[src/sv/lspe_pkg.sv]
// Package for the LED strip pulse encoder: command and register codes,
// result layout and reset values of the timing registers.
// No dependencies.
package lspe_pkg;

  localparam int unsigned CMD_W = 2;
  localparam int unsigned COLOR_W = 8;
  localparam int unsigned WORD_BITS = 24;
  localparam int unsigned BITS_W = 5;
  localparam int unsigned CFG_IDX_W = 3;
  localparam int unsigned CFG_DATA_W = 16;
  localparam int unsigned IN_DATA_W = 24;
  localparam int unsigned OUT_DATA_W = 8;

  typedef enum logic [CMD_W-1:0] {
    CMD_TICK  = 2'd0,
    CMD_PIXEL = 2'd1,
    CMD_END   = 2'd2
  } cmd_t;

  typedef enum logic [CFG_IDX_W-1:0] {
    CFG_ONE_HIGH  = 3'd0,
    CFG_ONE_LOW   = 3'd1,
    CFG_ZERO_HIGH = 3'd2,
    CFG_ZERO_LOW  = 3'd3,
    CFG_LATCH     = 3'd4
  } cfg_idx_t;

  localparam logic [CFG_DATA_W-1:0] RST_ONE_HIGH  = 16'd40;
  localparam logic [CFG_DATA_W-1:0] RST_ONE_LOW   = 16'd10;
  localparam logic [CFG_DATA_W-1:0] RST_ZERO_HIGH = 16'd10;
  localparam logic [CFG_DATA_W-1:0] RST_ZERO_LOW  = 16'd40;
  localparam logic [CFG_DATA_W-1:0] RST_LATCH     = 16'd1000;

  // line_level sits in the lowest bit
  typedef struct packed {
    logic frame_done;
    logic busy_res;
    logic refused;
    logic taken;
    logic line_level;
  } result_t;

  localparam int unsigned RES_W = $bits(result_t);

endpackage

[src/sv/lspe_core.sv]
// Waveform state and per-tick step logic of the LED strip pulse encoder.
// Depends on lspe_pkg.
module lspe_core #(
  parameter int unsigned TIME_BITS = 16
) (
  input  logic                                clk,
  input  logic                                rst_n,
  input  logic                                step,
  input  logic [lspe_pkg::CMD_W-1:0]          cmd,
  input  logic [lspe_pkg::COLOR_W-1:0]        red,
  input  logic [lspe_pkg::COLOR_W-1:0]        green,
  input  logic [lspe_pkg::COLOR_W-1:0]        blue,
  input  logic [TIME_BITS-1:0]                one_high,
  input  logic [TIME_BITS-1:0]                one_low,
  input  logic [TIME_BITS-1:0]                zero_high,
  input  logic [TIME_BITS-1:0]                zero_low,
  input  logic [TIME_BITS-1:0]                latch_len,
  output lspe_pkg::result_t                   res
);

  localparam logic [TIME_BITS-1:0] T_ONE = TIME_BITS'(1);

  logic [lspe_pkg::WORD_BITS-1:0] shift_word_r, shift_word_nxt;
  logic [lspe_pkg::WORD_BITS-1:0] held_word_r, held_word_nxt;
  logic [lspe_pkg::BITS_W-1:0]    bits_left_r, bits_left_nxt;
  logic                           in_low_r, in_low_nxt;
  logic [TIME_BITS-1:0]           phase_r, phase_nxt;
  logic                           held_valid_r, held_valid_nxt;
  logic                           end_pend_r, end_pend_nxt;
  logic [TIME_BITS-1:0]           latch_cnt_r, latch_cnt_nxt;

  // zero-length settings count as one tick
  logic [TIME_BITS-1:0] oh_t, ol_t, zh_t, zl_t, lat_t;

  assign oh_t  = (one_high  == '0) ? T_ONE : one_high;
  assign ol_t  = (one_low   == '0) ? T_ONE : one_low;
  assign zh_t  = (zero_high == '0) ? T_ONE : zero_high;
  assign zl_t  = (zero_low  == '0) ? T_ONE : zero_low;
  assign lat_t = (latch_len == '0) ? T_ONE : latch_len;

  always_comb begin
    logic                           is_req;
    logic                           slot_full;
    logic [lspe_pkg::WORD_BITS-1:0] sh_next;
    logic [lspe_pkg::BITS_W-1:0]    bl_next;
    logic [TIME_BITS-1:0]           ph_dec;

    shift_word_nxt = shift_word_r;
    held_word_nxt  = held_word_r;
    bits_left_nxt  = bits_left_r;
    in_low_nxt     = in_low_r;
    phase_nxt      = phase_r;
    held_valid_nxt = held_valid_r;
    end_pend_nxt   = end_pend_r;
    latch_cnt_nxt  = latch_cnt_r;
    res            = '0;
    sh_next        = '0;
    bl_next        = '0;
    ph_dec         = '0;

    // command is judged against the slot before this tick
    slot_full = held_valid_r | end_pend_r;
    case (cmd) inside
      lspe_pkg::CMD_PIXEL,
      lspe_pkg::CMD_END: is_req = 1'b1;
      default:           is_req = 1'b0;
    endcase
    res.refused = is_req & slot_full;
    res.taken   = is_req & ~slot_full;
    if (res.taken) begin
      if (cmd == lspe_pkg::CMD_PIXEL) begin
        held_word_nxt  = {blue, red, green};
        held_valid_nxt = 1'b1;
      end else begin
        end_pend_nxt = 1'b1;
      end
    end

    // idle line loads from the slot
    if (bits_left_r == '0 && latch_cnt_r == '0) begin
      if (held_valid_nxt) begin
        shift_word_nxt = held_word_nxt;
        bits_left_nxt  = lspe_pkg::BITS_W'(lspe_pkg::WORD_BITS);
        in_low_nxt     = 1'b0;
        phase_nxt      = held_word_nxt[lspe_pkg::WORD_BITS-1] ? oh_t : zh_t;
        held_valid_nxt = 1'b0;
      end else if (end_pend_nxt) begin
        latch_cnt_nxt = lat_t;
        end_pend_nxt  = 1'b0;
      end
    end

    // one tick of the waveform
    if (bits_left_nxt != '0) begin
      res.line_level = ~in_low_nxt;
      ph_dec = (phase_nxt != '0) ? phase_nxt - T_ONE : phase_nxt;
      phase_nxt = ph_dec;
      if (ph_dec == '0) begin
        if (!in_low_nxt) begin
          in_low_nxt = 1'b1;
          phase_nxt  = shift_word_nxt[lspe_pkg::WORD_BITS-1] ? ol_t : zl_t;
        end else begin
          sh_next        = {shift_word_nxt[lspe_pkg::WORD_BITS-2:0], 1'b0};
          bl_next        = bits_left_nxt - lspe_pkg::BITS_W'(1);
          shift_word_nxt = sh_next;
          bits_left_nxt  = bl_next;
          in_low_nxt     = 1'b0;
          if (bl_next != '0) begin
            phase_nxt = sh_next[lspe_pkg::WORD_BITS-1] ? oh_t : zh_t;
          end else begin
            phase_nxt = '0;
          end
        end
      end
    end else if (latch_cnt_nxt != '0) begin
      latch_cnt_nxt  = latch_cnt_nxt - T_ONE;
      res.frame_done = (latch_cnt_nxt == '0);
    end

    res.busy_res = (bits_left_nxt != '0) | held_valid_nxt | end_pend_nxt |
                   (latch_cnt_nxt != '0);
  end

  always_ff @(posedge clk) begin
    if (!rst_n) begin
      shift_word_r <= '0;
      held_word_r  <= '0;
      bits_left_r  <= '0;
      in_low_r     <= 1'b0;
      phase_r      <= '0;
      held_valid_r <= 1'b0;
      end_pend_r   <= 1'b0;
      latch_cnt_r  <= '0;
    end else if (step) begin
      shift_word_r <= shift_word_nxt;
      held_word_r  <= held_word_nxt;
      bits_left_r  <= bits_left_nxt;
      in_low_r     <= in_low_nxt;
      phase_r      <= phase_nxt;
      held_valid_r <= held_valid_nxt;
      end_pend_r   <= end_pend_nxt;
      latch_cnt_r  <= latch_cnt_nxt;
    end
  end

endmodule

[src/sv/led_strip_pulse_encoder.sv]
// Top level of the LED strip pulse encoder: timing registers, output
// register with skid stage, and checks. Depends on lspe_pkg and lspe_core.
//
//  channel   direction  payload                                   transaction
//  in_*      sink       tuser: command; tdata: red, green, blue    one tick
//  out_*     source     tdata: line_level .. busy_res; tlast: frame_done
//  cfg_*     sink       cfg_index, cfg_data                       one write
//
// One input transaction per clock while in_tready is high. Its result goes
// to the output register, or to the skid stage if the output is stalled;
// that stage keeps one result, and in_tready drops only while it is occupied.
// The step logic (slot check, load, one countdown) is the only stage.
// Synchronous reset clears the waveform state and restores register defaults.
module led_strip_pulse_encoder #(
  parameter int unsigned TIME_BITS = 16
) (
  input  logic                                clk,
  input  logic                                rst_n,
  input  logic                                in_tvalid,
  output logic                                in_tready,
  input  logic [lspe_pkg::IN_DATA_W-1:0]      in_tdata,   // red, green, blue
  input  logic [lspe_pkg::CMD_W-1:0]          in_tuser,   // command
  output logic                                out_tvalid,
  input  logic                                out_tready,
  // line_level, taken, refused, busy_res, zero pad
  output logic [lspe_pkg::OUT_DATA_W-1:0]     out_tdata,
  output logic                                out_tlast,  // frame_done
  input  logic                                cfg_valid,
  output logic                                cfg_ready,
  input  logic [lspe_pkg::CFG_IDX_W-1:0]      cfg_index,
  input  logic [lspe_pkg::CFG_DATA_W-1:0]     cfg_data
);

  logic [TIME_BITS-1:0] one_high_r, one_low_r, zero_high_r, zero_low_r, latch_r;
  logic [TIME_BITS-1:0] cfg_val;

  lspe_pkg::result_t res;
  lspe_pkg::result_t out_data_r, out_data_nxt;
  lspe_pkg::result_t skid_data_r, skid_data_nxt;
  logic              out_valid_r, out_valid_nxt;
  logic              skid_valid_r, skid_valid_nxt;
  logic              in_acc, out_acc;

  assign cfg_ready = 1'b1;
  assign cfg_val   = TIME_BITS'(cfg_data);

  always_ff @(posedge clk) begin
    if (!rst_n) begin
      one_high_r  <= TIME_BITS'(lspe_pkg::RST_ONE_HIGH);
      one_low_r   <= TIME_BITS'(lspe_pkg::RST_ONE_LOW);
      zero_high_r <= TIME_BITS'(lspe_pkg::RST_ZERO_HIGH);
      zero_low_r  <= TIME_BITS'(lspe_pkg::RST_ZERO_LOW);
      latch_r     <= TIME_BITS'(lspe_pkg::RST_LATCH);
    end else if (cfg_valid && cfg_ready) begin
      unique case (cfg_index)
        lspe_pkg::CFG_ONE_HIGH:  one_high_r  <= cfg_val;
        lspe_pkg::CFG_ONE_LOW:   one_low_r   <= cfg_val;
        lspe_pkg::CFG_ZERO_HIGH: zero_high_r <= cfg_val;
        lspe_pkg::CFG_ZERO_LOW:  zero_low_r  <= cfg_val;
        lspe_pkg::CFG_LATCH:     latch_r     <= cfg_val;
        default: ;
      endcase
    end
  end

  assign in_tready = ~skid_valid_r;
  assign in_acc    = in_tvalid & in_tready;
  assign out_acc   = out_tvalid & out_tready;

  lspe_core #(
    .TIME_BITS (TIME_BITS)
  ) u_core (
    .clk       (clk),
    .rst_n     (rst_n),
    .step      (in_acc),
    .cmd       (in_tuser),
    .red       (in_tdata[7:0]),
    .green     (in_tdata[15:8]),
    .blue      (in_tdata[23:16]),
    .one_high  (one_high_r),
    .one_low   (one_low_r),
    .zero_high (zero_high_r),
    .zero_low  (zero_low_r),
    .latch_len (latch_r),
    .res       (res)
  );

  always_comb begin
    out_data_nxt   = out_data_r;
    out_valid_nxt  = out_valid_r;
    skid_data_nxt  = skid_data_r;
    skid_valid_nxt = skid_valid_r;
    if (out_acc || !out_valid_r) begin
      // skid drains first; no input is taken while it holds a result
      out_valid_nxt  = skid_valid_r | in_acc;
      out_data_nxt   = skid_valid_r ? skid_data_r : res;
      skid_valid_nxt = 1'b0;
    end else if (in_acc) begin
      skid_data_nxt  = res;
      skid_valid_nxt = 1'b1;
    end
  end

  always_ff @(posedge clk) begin
    if (!rst_n) begin
      out_valid_r  <= 1'b0;
      skid_valid_r <= 1'b0;
    end else begin
      out_valid_r  <= out_valid_nxt;
      skid_valid_r <= skid_valid_nxt;
    end
    out_data_r  <= out_data_nxt;
    skid_data_r <= skid_data_nxt;
  end

  assign out_tvalid = out_valid_r;
  assign out_tdata  = {{(lspe_pkg::OUT_DATA_W - lspe_pkg::RES_W + 1){1'b0}},
                       out_data_r.busy_res, out_data_r.refused,
                       out_data_r.taken, out_data_r.line_level};
  assign out_tlast  = out_data_r.frame_done;

  // skid stage only fills behind a full output register
  a_skid_behind_out: assert property (@(posedge clk) disable iff (!rst_n)
    skid_valid_r |-> out_valid_r)
    else $error("skid stage valid with empty output register");

  a_take_or_refuse: assert property (@(posedge clk) disable iff (!rst_n)
    in_acc |-> !(res.taken && res.refused))
    else $error("command both taken and refused");

  // a one-tick reset pulse may start and end on the tick its request is taken
  a_taken_busy: assert property (@(posedge clk) disable iff (!rst_n)
    (in_acc && res.taken) |-> (res.busy_res || res.frame_done))
    else $error("accepted command left block idle");

  a_done_line_low: assert property (@(posedge clk) disable iff (!rst_n)
    (in_acc && res.frame_done) |-> !res.line_level)
    else $error("frame done while line high");

  a_stall_holds: assert property (@(posedge clk) disable iff (!rst_n)
    (out_valid_r && !out_tready) |=> (out_valid_r && $stable(out_data_r)))
    else $error("stalled result changed");

endmodule

[config.mk]
export PLATFORM = sky130hd
export DESIGN_NAME = led_strip_pulse_encoder
export DESIGN_NICKNAME = d
export VERILOG_FILES = /design/src/sv/lspe_pkg.sv /design/src/sv/lspe_core.sv /design/src/sv/led_strip_pulse_encoder.sv
export SDC_FILE = /design/constraint.sdc
export NUM_CORES = 1
export LEC_CHECK = 0
export BUFFER_PORTS_ARGS = -buffer_cell sky130_fd_sc_hd__buf_2
export CAP_MARGIN = 20
export CORE_ASPECT_RATIO = 0.7
export CORE_MARGIN = 2
export CORE_UTILIZATION = 35
export DETAILED_ROUTE_END_ITERATION = 6
export GPL_ROUTABILITY_DRIVEN = 1
export PLACE_DENSITY = 0.57
export SYNTH_ARGS = -nofsm -noshare
export SYNTH_HDL_FRONTEND = slang
export SYNTH_SLANG_ARGS = --single-unit
[constraint.sdc]
create_clock -name clk -period 6.3 [get_ports clk]
set_input_delay 0.315 -clock clk [delete_from_list [all_inputs] [get_ports clk]]
set_output_delay 0.315 -clock clk [all_outputs]
set_load 0.01 [all_outputs]
==> results of run 1 <==
## area by class of cell
type                            count  share of cell area, %
Multi-Input combinational cell   1174                   56.2
Sequential cell                   180                   30.1
Tap cell                          420                   4.27
Timing Repair Buffer               82                   3.90
Clock buffer                       19                   3.68
Clock inverter                     13                   1.46
Inverter                           14                  0.447
## layer usage
metal / GRT usage, % / vias to the layer above
met5: 0 / -
met4: 4.70 / 0
met3: 4.65 / 34
met2: 31.0 / 385
met1: 34.5 / 5303
li1: - / 5310
## logic make-up (layout without fill, tap and decap cells)
kind of cell / after synthesis / count (layout) / share of synthesized area [%]
xor gates and xnor gates: 23 / 23 / 1.80
adders and majority gates: 7 / 7 / 0.783
and+or+nand+nor: 651 / 651 / 27.5
other: 2 / 5 / 0.0672
AOI/OAI and AO/OA: 376 / 376 / 20.8
DFF: 180 / 180 / 33.1
muxes: 112 / 112 / 10.6
buffers and inverters: 134 / 128 / 5.37
## final timing paths
path,startpoint,endpoint,slack [ns]
setup / recovery,u_core.held_valid_r$_SDFFE_PN0P_,out_tdata[3]$_DFFE_PN_,1.07
setup reg to reg,u_core.held_valid_r$_SDFFE_PN0P_,out_tdata[3]$_DFFE_PN_,1.07
hold / removal,in_tdata[3],u_core.held_word_r[11]$_SDFFE_PN0P_,0.10
hold reg to reg,u_core.held_word_r[13]$_SDFFE_PN0P_,u_core.held_word_r[13]$_SDFFE_PN0P_,0.46
## layout by cell type, fill, tap and decap left out, types with 10 or more instances in the layout
master	synthesis	routed
a21oi_1	182	181
nor2_1	122	122
buf_2	14	57
mux2i_1	97	97
or4_1	15	15
or3_1	10	10
buf_4	9	23
o22ai_1	10	10
nand4_1	13	13
o21ai_0	39	37
a211oi_1	33	33
xnor2_1	18	18
nor4_1	36	36
inv_1	13	13
nor3_1	48	48
dfxtp_1	170	170
nand3_1	36	36
a31oi_1	14	14
edfxtp_1	10	10
clkbuf_16	0	17
o211ai_1	18	18
nand2_1	301	301
## flip-flops by register name (all words and copies together) (netlist names)
register / count
zero_high_r: 16
u_core.bits_left_r: 5
u_core.shift_word_r: 24
u_core.in_low_r: 1
zero_low_r: 16
out_tdata: 4
one_high_r: 16
out_tlast: 1
out_tvalid: 1
one_low_r: 16
u_core.held_word_r: 24
latch_r: 16
u_core.latch_cnt_r: 16
skid_valid_r: 1
u_core.held_valid_r: 1
u_core.end_pend_r: 1
u_core.phase_r: 16
skid_data_r: 5
## power breakdown
group,leakage (nW),internal [mW],total (mW),switching [mW]
Sequential,1.48,1.24,1.37,0.124
Combinational,2.61,0.816,2.24,1.42
Clock,0.308,0.628,1.16,0.532
## critical path: stages (launching register included)
cell and delay (ns):
dfxtp_1 0.42, nor4b_4 0.52, mux2_4 0.52, mux2i_1 0.18, mux2i_1 0.33, ha_1 0.51, nand4b_1 0.15, mux2i_1 0.23
a31oi_1 0.14, a211o_1 0.41, or3_1 0.73, o31a_1 0.43, a2111oi_1 0.29, o21ai_1 0.09
## metrics by stage
stage | setup WS (ns) | total power [mW]
floorplan | 1.56 | 3.04
global placement | 0.957 | 3.57
detailed placement | 0.905 | 3.56
CTS | 1.21 | 4.74
global route | 0.727 | 5.06
finish | 1.07 | 4.76
==> flow_metrics.py, run 1 <==
metrics = {
    "grt": {
        "grtUsageTotal_pct": 22.2,
        "grt_pass1_vias": 9984,
        "grt_max_degree": 77,
        "antenna_found_initial": 0,
        "grt_first_pass_wirelength_um": 58200,
        "overflow": 0,
    },
    "route": {
        "dr.pass1.iters": 5,
        "routedWlPerCell_um": 19.4,
        "routed_wl_um": 36900,
        "drt_iter0_markers": 1096,
        "dr_total_vias": 11000,
        "drc": 0,
        "wl_met3_um": 2660,
        "top_layer_used": "met4",
        "ant_nets": 0,
        "route.met2.wl_um": 15400,
        "avgViaCountPerCell": 5.80,
        "drt-met1-wl_um": 18500,
    },
    "yosys": {
        "yosysMostFrequentCell": "nand2_1",
        "ys_warn_count": 0,
        "synth_top_area_cell": "dfxtp_1",
        "synth-edff-count": 10,
        "syn_area_um2": 11200,
        "ys_dominant_reg_cell": "dfxtp_1",
        "netlist_top_cells_count": "nand2_1, a21oi_1, dfxtp_1, nor2_1, mux2i_1",
        "ys_ff_latch": 180,
        "postSynthCellCount": 1485,
        "ys_seq_area_share_pct": 33.1,
        "synth.area.top_cells": "dfxtp_1, nand2_1, mux2i_1",
        "ys_async_sr_fraction_pct": 0,
        "syn_area_per_cell_um2": 7.53,
        "ys_types": 89,
        "synth_top_area_share_pct": 30.4,
    },
    "power": {
        "max-vdd-ir-drop_mv": 0.173,
        "p_leak_nw": 4.40,
        "power_density_nw_per_um2": 387,
    },
    "die": {
        "core_area_um2": 31300,
        "die_area_um2": 33400,
        "initial_core_util_pct": 35.7,
        "die_x_um": 218,
        "rows": 54,
        "pin_count": 62,
        "die_y_um": 154,
    },
    "cells_and_area": {
        "nNetsFinal": 1526,
        "drive_gt1_share_pct": 10.9,
        "fill_cells": 3228,
        "stdcell_area_um2": 12300,
        "layout.area.seq_um2": 3700,
        "multi_input_area_um2": 6920,
        "fin_cells": 1902,
        "utilization_pct": 39.4,
        "diodes": 0,
        "area_growth_pct": 10.1,
    },
    "sta": {
        "fmax_ghz": 0.191,
        "rsz0062_at_grt": "no",
        "drv_slew": 0,
        "finalCritPeriodShare_pct": 83.0,
        "fin_hold_ws_ns": 0.104,
        "hold_violations": 0,
        "period_needed_ns": 5.23,
        "finalSetupTns_ns": 0,
        "clock_skew_ns": 0.0139,
        "worst_pin_slew_ns": 0.999,
        "relSlewSlack_pct": 33.4,
        "setup_viol": 0,
    },
    "placement": {
        "dp_cells": 1868,
        "place_area_um2": 11700,
        "dp_hpwl_um": 26900,
        "gp_congestion": 0.986,
        "io_buffers": 56,
    },
    "worst_setup_path": {
        "worstSetupPathType": "reg2reg",
        "cp.required_ns": 6.48,
        "crit_path_start_kind": "register",
        "rr_worst_depth": 13,
        "critPathCaptureType": "register",
        "cp_max_fo": 33,
        "arrival_ns": 5.41,
    },
    "clock_network": {
        "cts_tree": "built",
        "htreeDepth": 4,
        "clk_latency_ns": 0.46,
        "path_clk_slew_ns": 0.08,
        "cts-root-buf": "clkbuf_16",
        "cts-resized-gates": 0,
        "cts_sinks": 180,
        "hold_buffers": 0,
        "cts_buffers": 17,
        "cts_setup_buffers": 0,
        "clock_path_buffers": 2,
    },
    "hold_path": {
        "min_path_cells": 3,
        "hp-class": "in2reg",
    },
    "status": {
        "status": "completed",
    },
    "run": {
        "cap_violations": 0,
    },
}
(Power assumes the default switching activity.)
==> inputs of run 2 (changes only) <==
--- a/config.mk
+++ b/config.mk
@@ -5,6 +5,7 @@
 export SDC_FILE = /design/constraint.sdc
 export NUM_CORES = 1
 export LEC_CHECK = 0
+export ABC_AREA = 1
 export BUFFER_PORTS_ARGS = -buffer_cell sky130_fd_sc_hd__buf_2
 export CAP_MARGIN = 20
 export CORE_ASPECT_RATIO = 0.7
==> constraint.sdc (replaced) <==
create_clock -name clk -period 5.07 [get_ports clk]
set_input_delay 0.2535 -clock clk [delete_from_list [all_inputs] [get_ports clk]]
set_output_delay 0.2535 -clock clk [all_outputs]
set_load 0.01 [all_outputs]
==> run 2 against run 1 <==
  * Die area shrank 4.1%
  * Routed wire length shrank 13%
  * Clock skew grew 0.00082 ns
  * Fmax grew 18%
  * Sequential share of layout area grew 1.2 points
  * Sequential power grew 14%
  * Worst hold slack gained 0.0042 ns
  * Critical endpoint is now u_core.shift_word_r[5]$_SDFFE_PN0P_
  * Largest cell class unchanged
==> flow_metrics.py, run 2 <==
metrics = {
    "power": {
        "power_mw": 4.13,
        "power_density_nw_per_um2": 349,
        "p_leak_nw": 5.50,
        "max-vdd-ir-drop_mv": 0.243,
    },
    "placement": {
        "place_area_um2": 11200,
        "dp_hpwl_um": 23400,
        "io_buffers": 56,
        "dp_cells": 2036,
        "gp_congestion": 0.924,
    },
    "grt": {
        "grtUsageTotal_pct": 20.7,
        "overflow": 0,
        "grt_first_pass_wirelength_um": 51700,
        "grt_max_degree": 101,
        "antenna_found_initial": 0,
        "grt_pass1_vias": 9519,
    },
    "worst_setup_path": {
        "r2r-end": "u_core.shift_word_r[5]$_SDFFE_PN0P_",
        "reg2reg_slack_ns": 0.65,
        "reg2reg_from": "u_core.bits_left_r[0]$_SDFFE_PN0P_",
        "cp.required_ns": 5.44,
        "rr_worst_depth": 23,
        "critPathCaptureType": "register",
        "endpoint": "u_core.shift_word_r[5]$_SDFFE_PN0P_",
        "arrival_ns": 4.79,
        "worstSetupPathType": "reg2reg",
        "cp_max_fo": 64,
        "crit_path_start_kind": "register",
        "cp-startpoint": "u_core.bits_left_r[0]$_SDFFE_PN0P_",
    },
    "route": {
        "drt_iter0_markers": 876,
        "ant_nets": 0,
        "dr_total_vias": 10600,
        "dr.pass1.iters": 6,
        "drc": 0,
        "avgViaCountPerCell": 5.12,
        "routedWlPerCell_um": 15.5,
        "routed_wl_um": 32100,
    },
    "die": {
        "core_area_um2": 30000,
        "die_area_um2": 32000,
        "initial_core_util_pct": 35.7,
        "die_y_um": 150,
        "rows": 53,
        "die_x_um": 213,
        "pin_count": 62,
    },
    "sta": {
        "hold_violations": 0,
        "finalSetupTns_ns": 0,
        "rsz0062_at_grt": "no",
        "fin_hold_ws_ns": 0.108,
        "period_needed_ns": 4.42,
        "setup_viol": 0,
        "fmax_ghz": 0.226,
        "clock_skew_ns": 0.0147,
        "worst_pin_slew_ns": 1.06,
        "drv_slew": 0,
        "finalCritPeriodShare_pct": 87.2,
        "relSlewSlack_pct": 29.5,
    },
    "clock_network": {
        "hold_buffers": 0,
        "cts-resized-gates": 0,
        "cts_sinks": 180,
        "path_clk_slew_ns": 0.07,
        "cts_setup_buffers": 0,
        "clock_path_buffers": 2,
        "cts_buffers": 17,
        "clk_latency_ns": 0.45,
        "cts-root-buf": "clkbuf_16",
        "cts_tree": "built",
        "htreeDepth": 4,
    },
    "run": {
        "cap_violations": 0,
    },
    "yosys": {
        "ys_dominant_reg_cell": "dfxtp_1",
        "synth-edff-count": 10,
        "ys_seq_area_share_pct": 34.6,
        "synth_top_area_share_pct": 31.8,
        "postSynthCellCount": 1639,
        "ys_types": 51,
        "ys_async_sr_fraction_pct": 0,
        "syn_area_per_cell_um2": 6.54,
        "ys_ff_latch": 180,
        "ys_warn_count": 0,
        "synth.area.top_cells": "dfxtp_1, nand2_1, o21ai_0",
        "syn_area_um2": 10700,
        "netlist_top_cells_count": "nand2_1, dfxtp_1, inv_1, nor2_1, o21ai_0",
        "synth_top_area_cell": "dfxtp_1",
        "yosysMostFrequentCell": "nand2_1",
    },
    "cells_and_area": {
        "layout_commonest_cell": "nand2_1",
        "largest_registers": "u_core.held_word_r: 24 flops, u_core.shift_word_r: 24 flops",
        "fill_cells": 3258,
        "diodes": 0,
        "final_cell_mix": "nand2_1, dfxtp_1, inv_1",
        "nNetsFinal": 1700,
        "drive_gt1_share_pct": 10.3,
        "fin_cells": 2068,
        "area_growth_pct": 10.4,
        "stdcell_area_um2": 11800,
    },
    "hold_path": {
        "hp-class": "in2reg",
    },
    "status": {
        "status": "completed",
    },
}
-- run 2: cell count changes after synthesis, moves of 30 or more --
cell,change
a21oi_1,-55
mux2i_1,-76
nand3_1,+64
nor4_1,-30
o211ai_1,+31
o21ai_0,+98
a211oi_1,-31
inv_1,+154
nor3_1,-43
nand2_1,+138
-- run 2: where the power goes --
part	switching [mW]	leakage, nW	internal, mW
sequential	0.0508	1.49	1.51
combinational	0.808	3.72	0.351
clock	0.601	0.295	0.809
-- run 2: per-stage QoR --
step | setup slack (ns) | util [%]
detailed placement | 0.483 | 37.3
finish | 0.650 | 39.4
floorplan | 1.52 | -
global placement | 0.611 | 37.3
CTS | 0.632 | 39.4
global route | 0.178 | 39.4
-- run 2: worst max-delay path, stage by stage (launching register included) --
cell     delay (ns)
dfxtp_1        0.36
nor2_1         0.12
nand2_1        0.11
nor2_4         0.19
nand3_4        0.17
nor2_8         0.64
nand3_1        0.15
nand2_1        0.19
inv_1          0.08
ha_1           0.28
nand3_1        0.13
nor2_2         0.06
nand2_1        0.14
nor2_1         0.06
nand2_1        0.09
nand2_1        0.07
nor2_1         0.13
nand3_2        0.10
nor2_2         0.14
nand4_2        0.38
buf_4          0.37
a21oi_2        0.13
o21ai_1        0.08
a21oi_1        0.12
-- run 2: metal layers --
layer	wire length [um]	track usage (%)	vias up
met5	0	0	-
met4	470	5.24	0
met3	2230	5.24	34
met2	12800	29.2	270
met1	16600	30.9	4916
li1	-	-	5376
-- run 2: cells by family after synthesis --
family	count (synthesis)	share of synthesized area, %
xor gates and xnor gates	11	0.899
AOI/OAI and AO/OA	377	19.8
and+or+nand+nor	771	31.5
muxes	21	1.96
adders and majority gates	7	0.818
DFF	180	34.6
other	2	0.0701
buffers and inverters	270	10.3
-- run 2: cell type report --
type                       instances  area (um^2)  share of cell area [%]
inverter                         182          686                    5.80
clock inverter                    10          148                    1.25
timing repair buffer              70          388                    3.28
sequential                       180         3700                    31.3
multi-input combinational       1192         5920                    50.1
clock buffer                      22          464                    3.92
tap                              412          515                    4.36
-- run 2: worst min path at each step --
| stage | startpoint | end | slack (ns) | cells after the start |
|---|---|---|---|---|
| after floorplan | cfg_data[3] | latch_r[3]$_SDFFE_PN1P_ | 0.37 | 2 |
| after global placement | u_core.shift_word_r[21]$_SDFFE_PN0P_ | u_core.shift_word_r[21]$_SDFFE_PN0P_ | 0.45 | 2 |
| after detailed placement | u_core.shift_word_r[15]$_SDFFE_PN0P_ | u_core.shift_word_r[15]$_SDFFE_PN0P_ | 0.45 | 2 |
| after CTS | cfg_data[3] | latch_r[3]$_SDFFE_PN1P_ | 0.09 | 3 |
| after global routing | cfg_data[3] | latch_r[3]$_SDFFE_PN1P_ | 0.11 | 3 |
| final | cfg_data[5] | latch_r[5]$_SDFFE_PN1P_ | 0.11 | 3 |
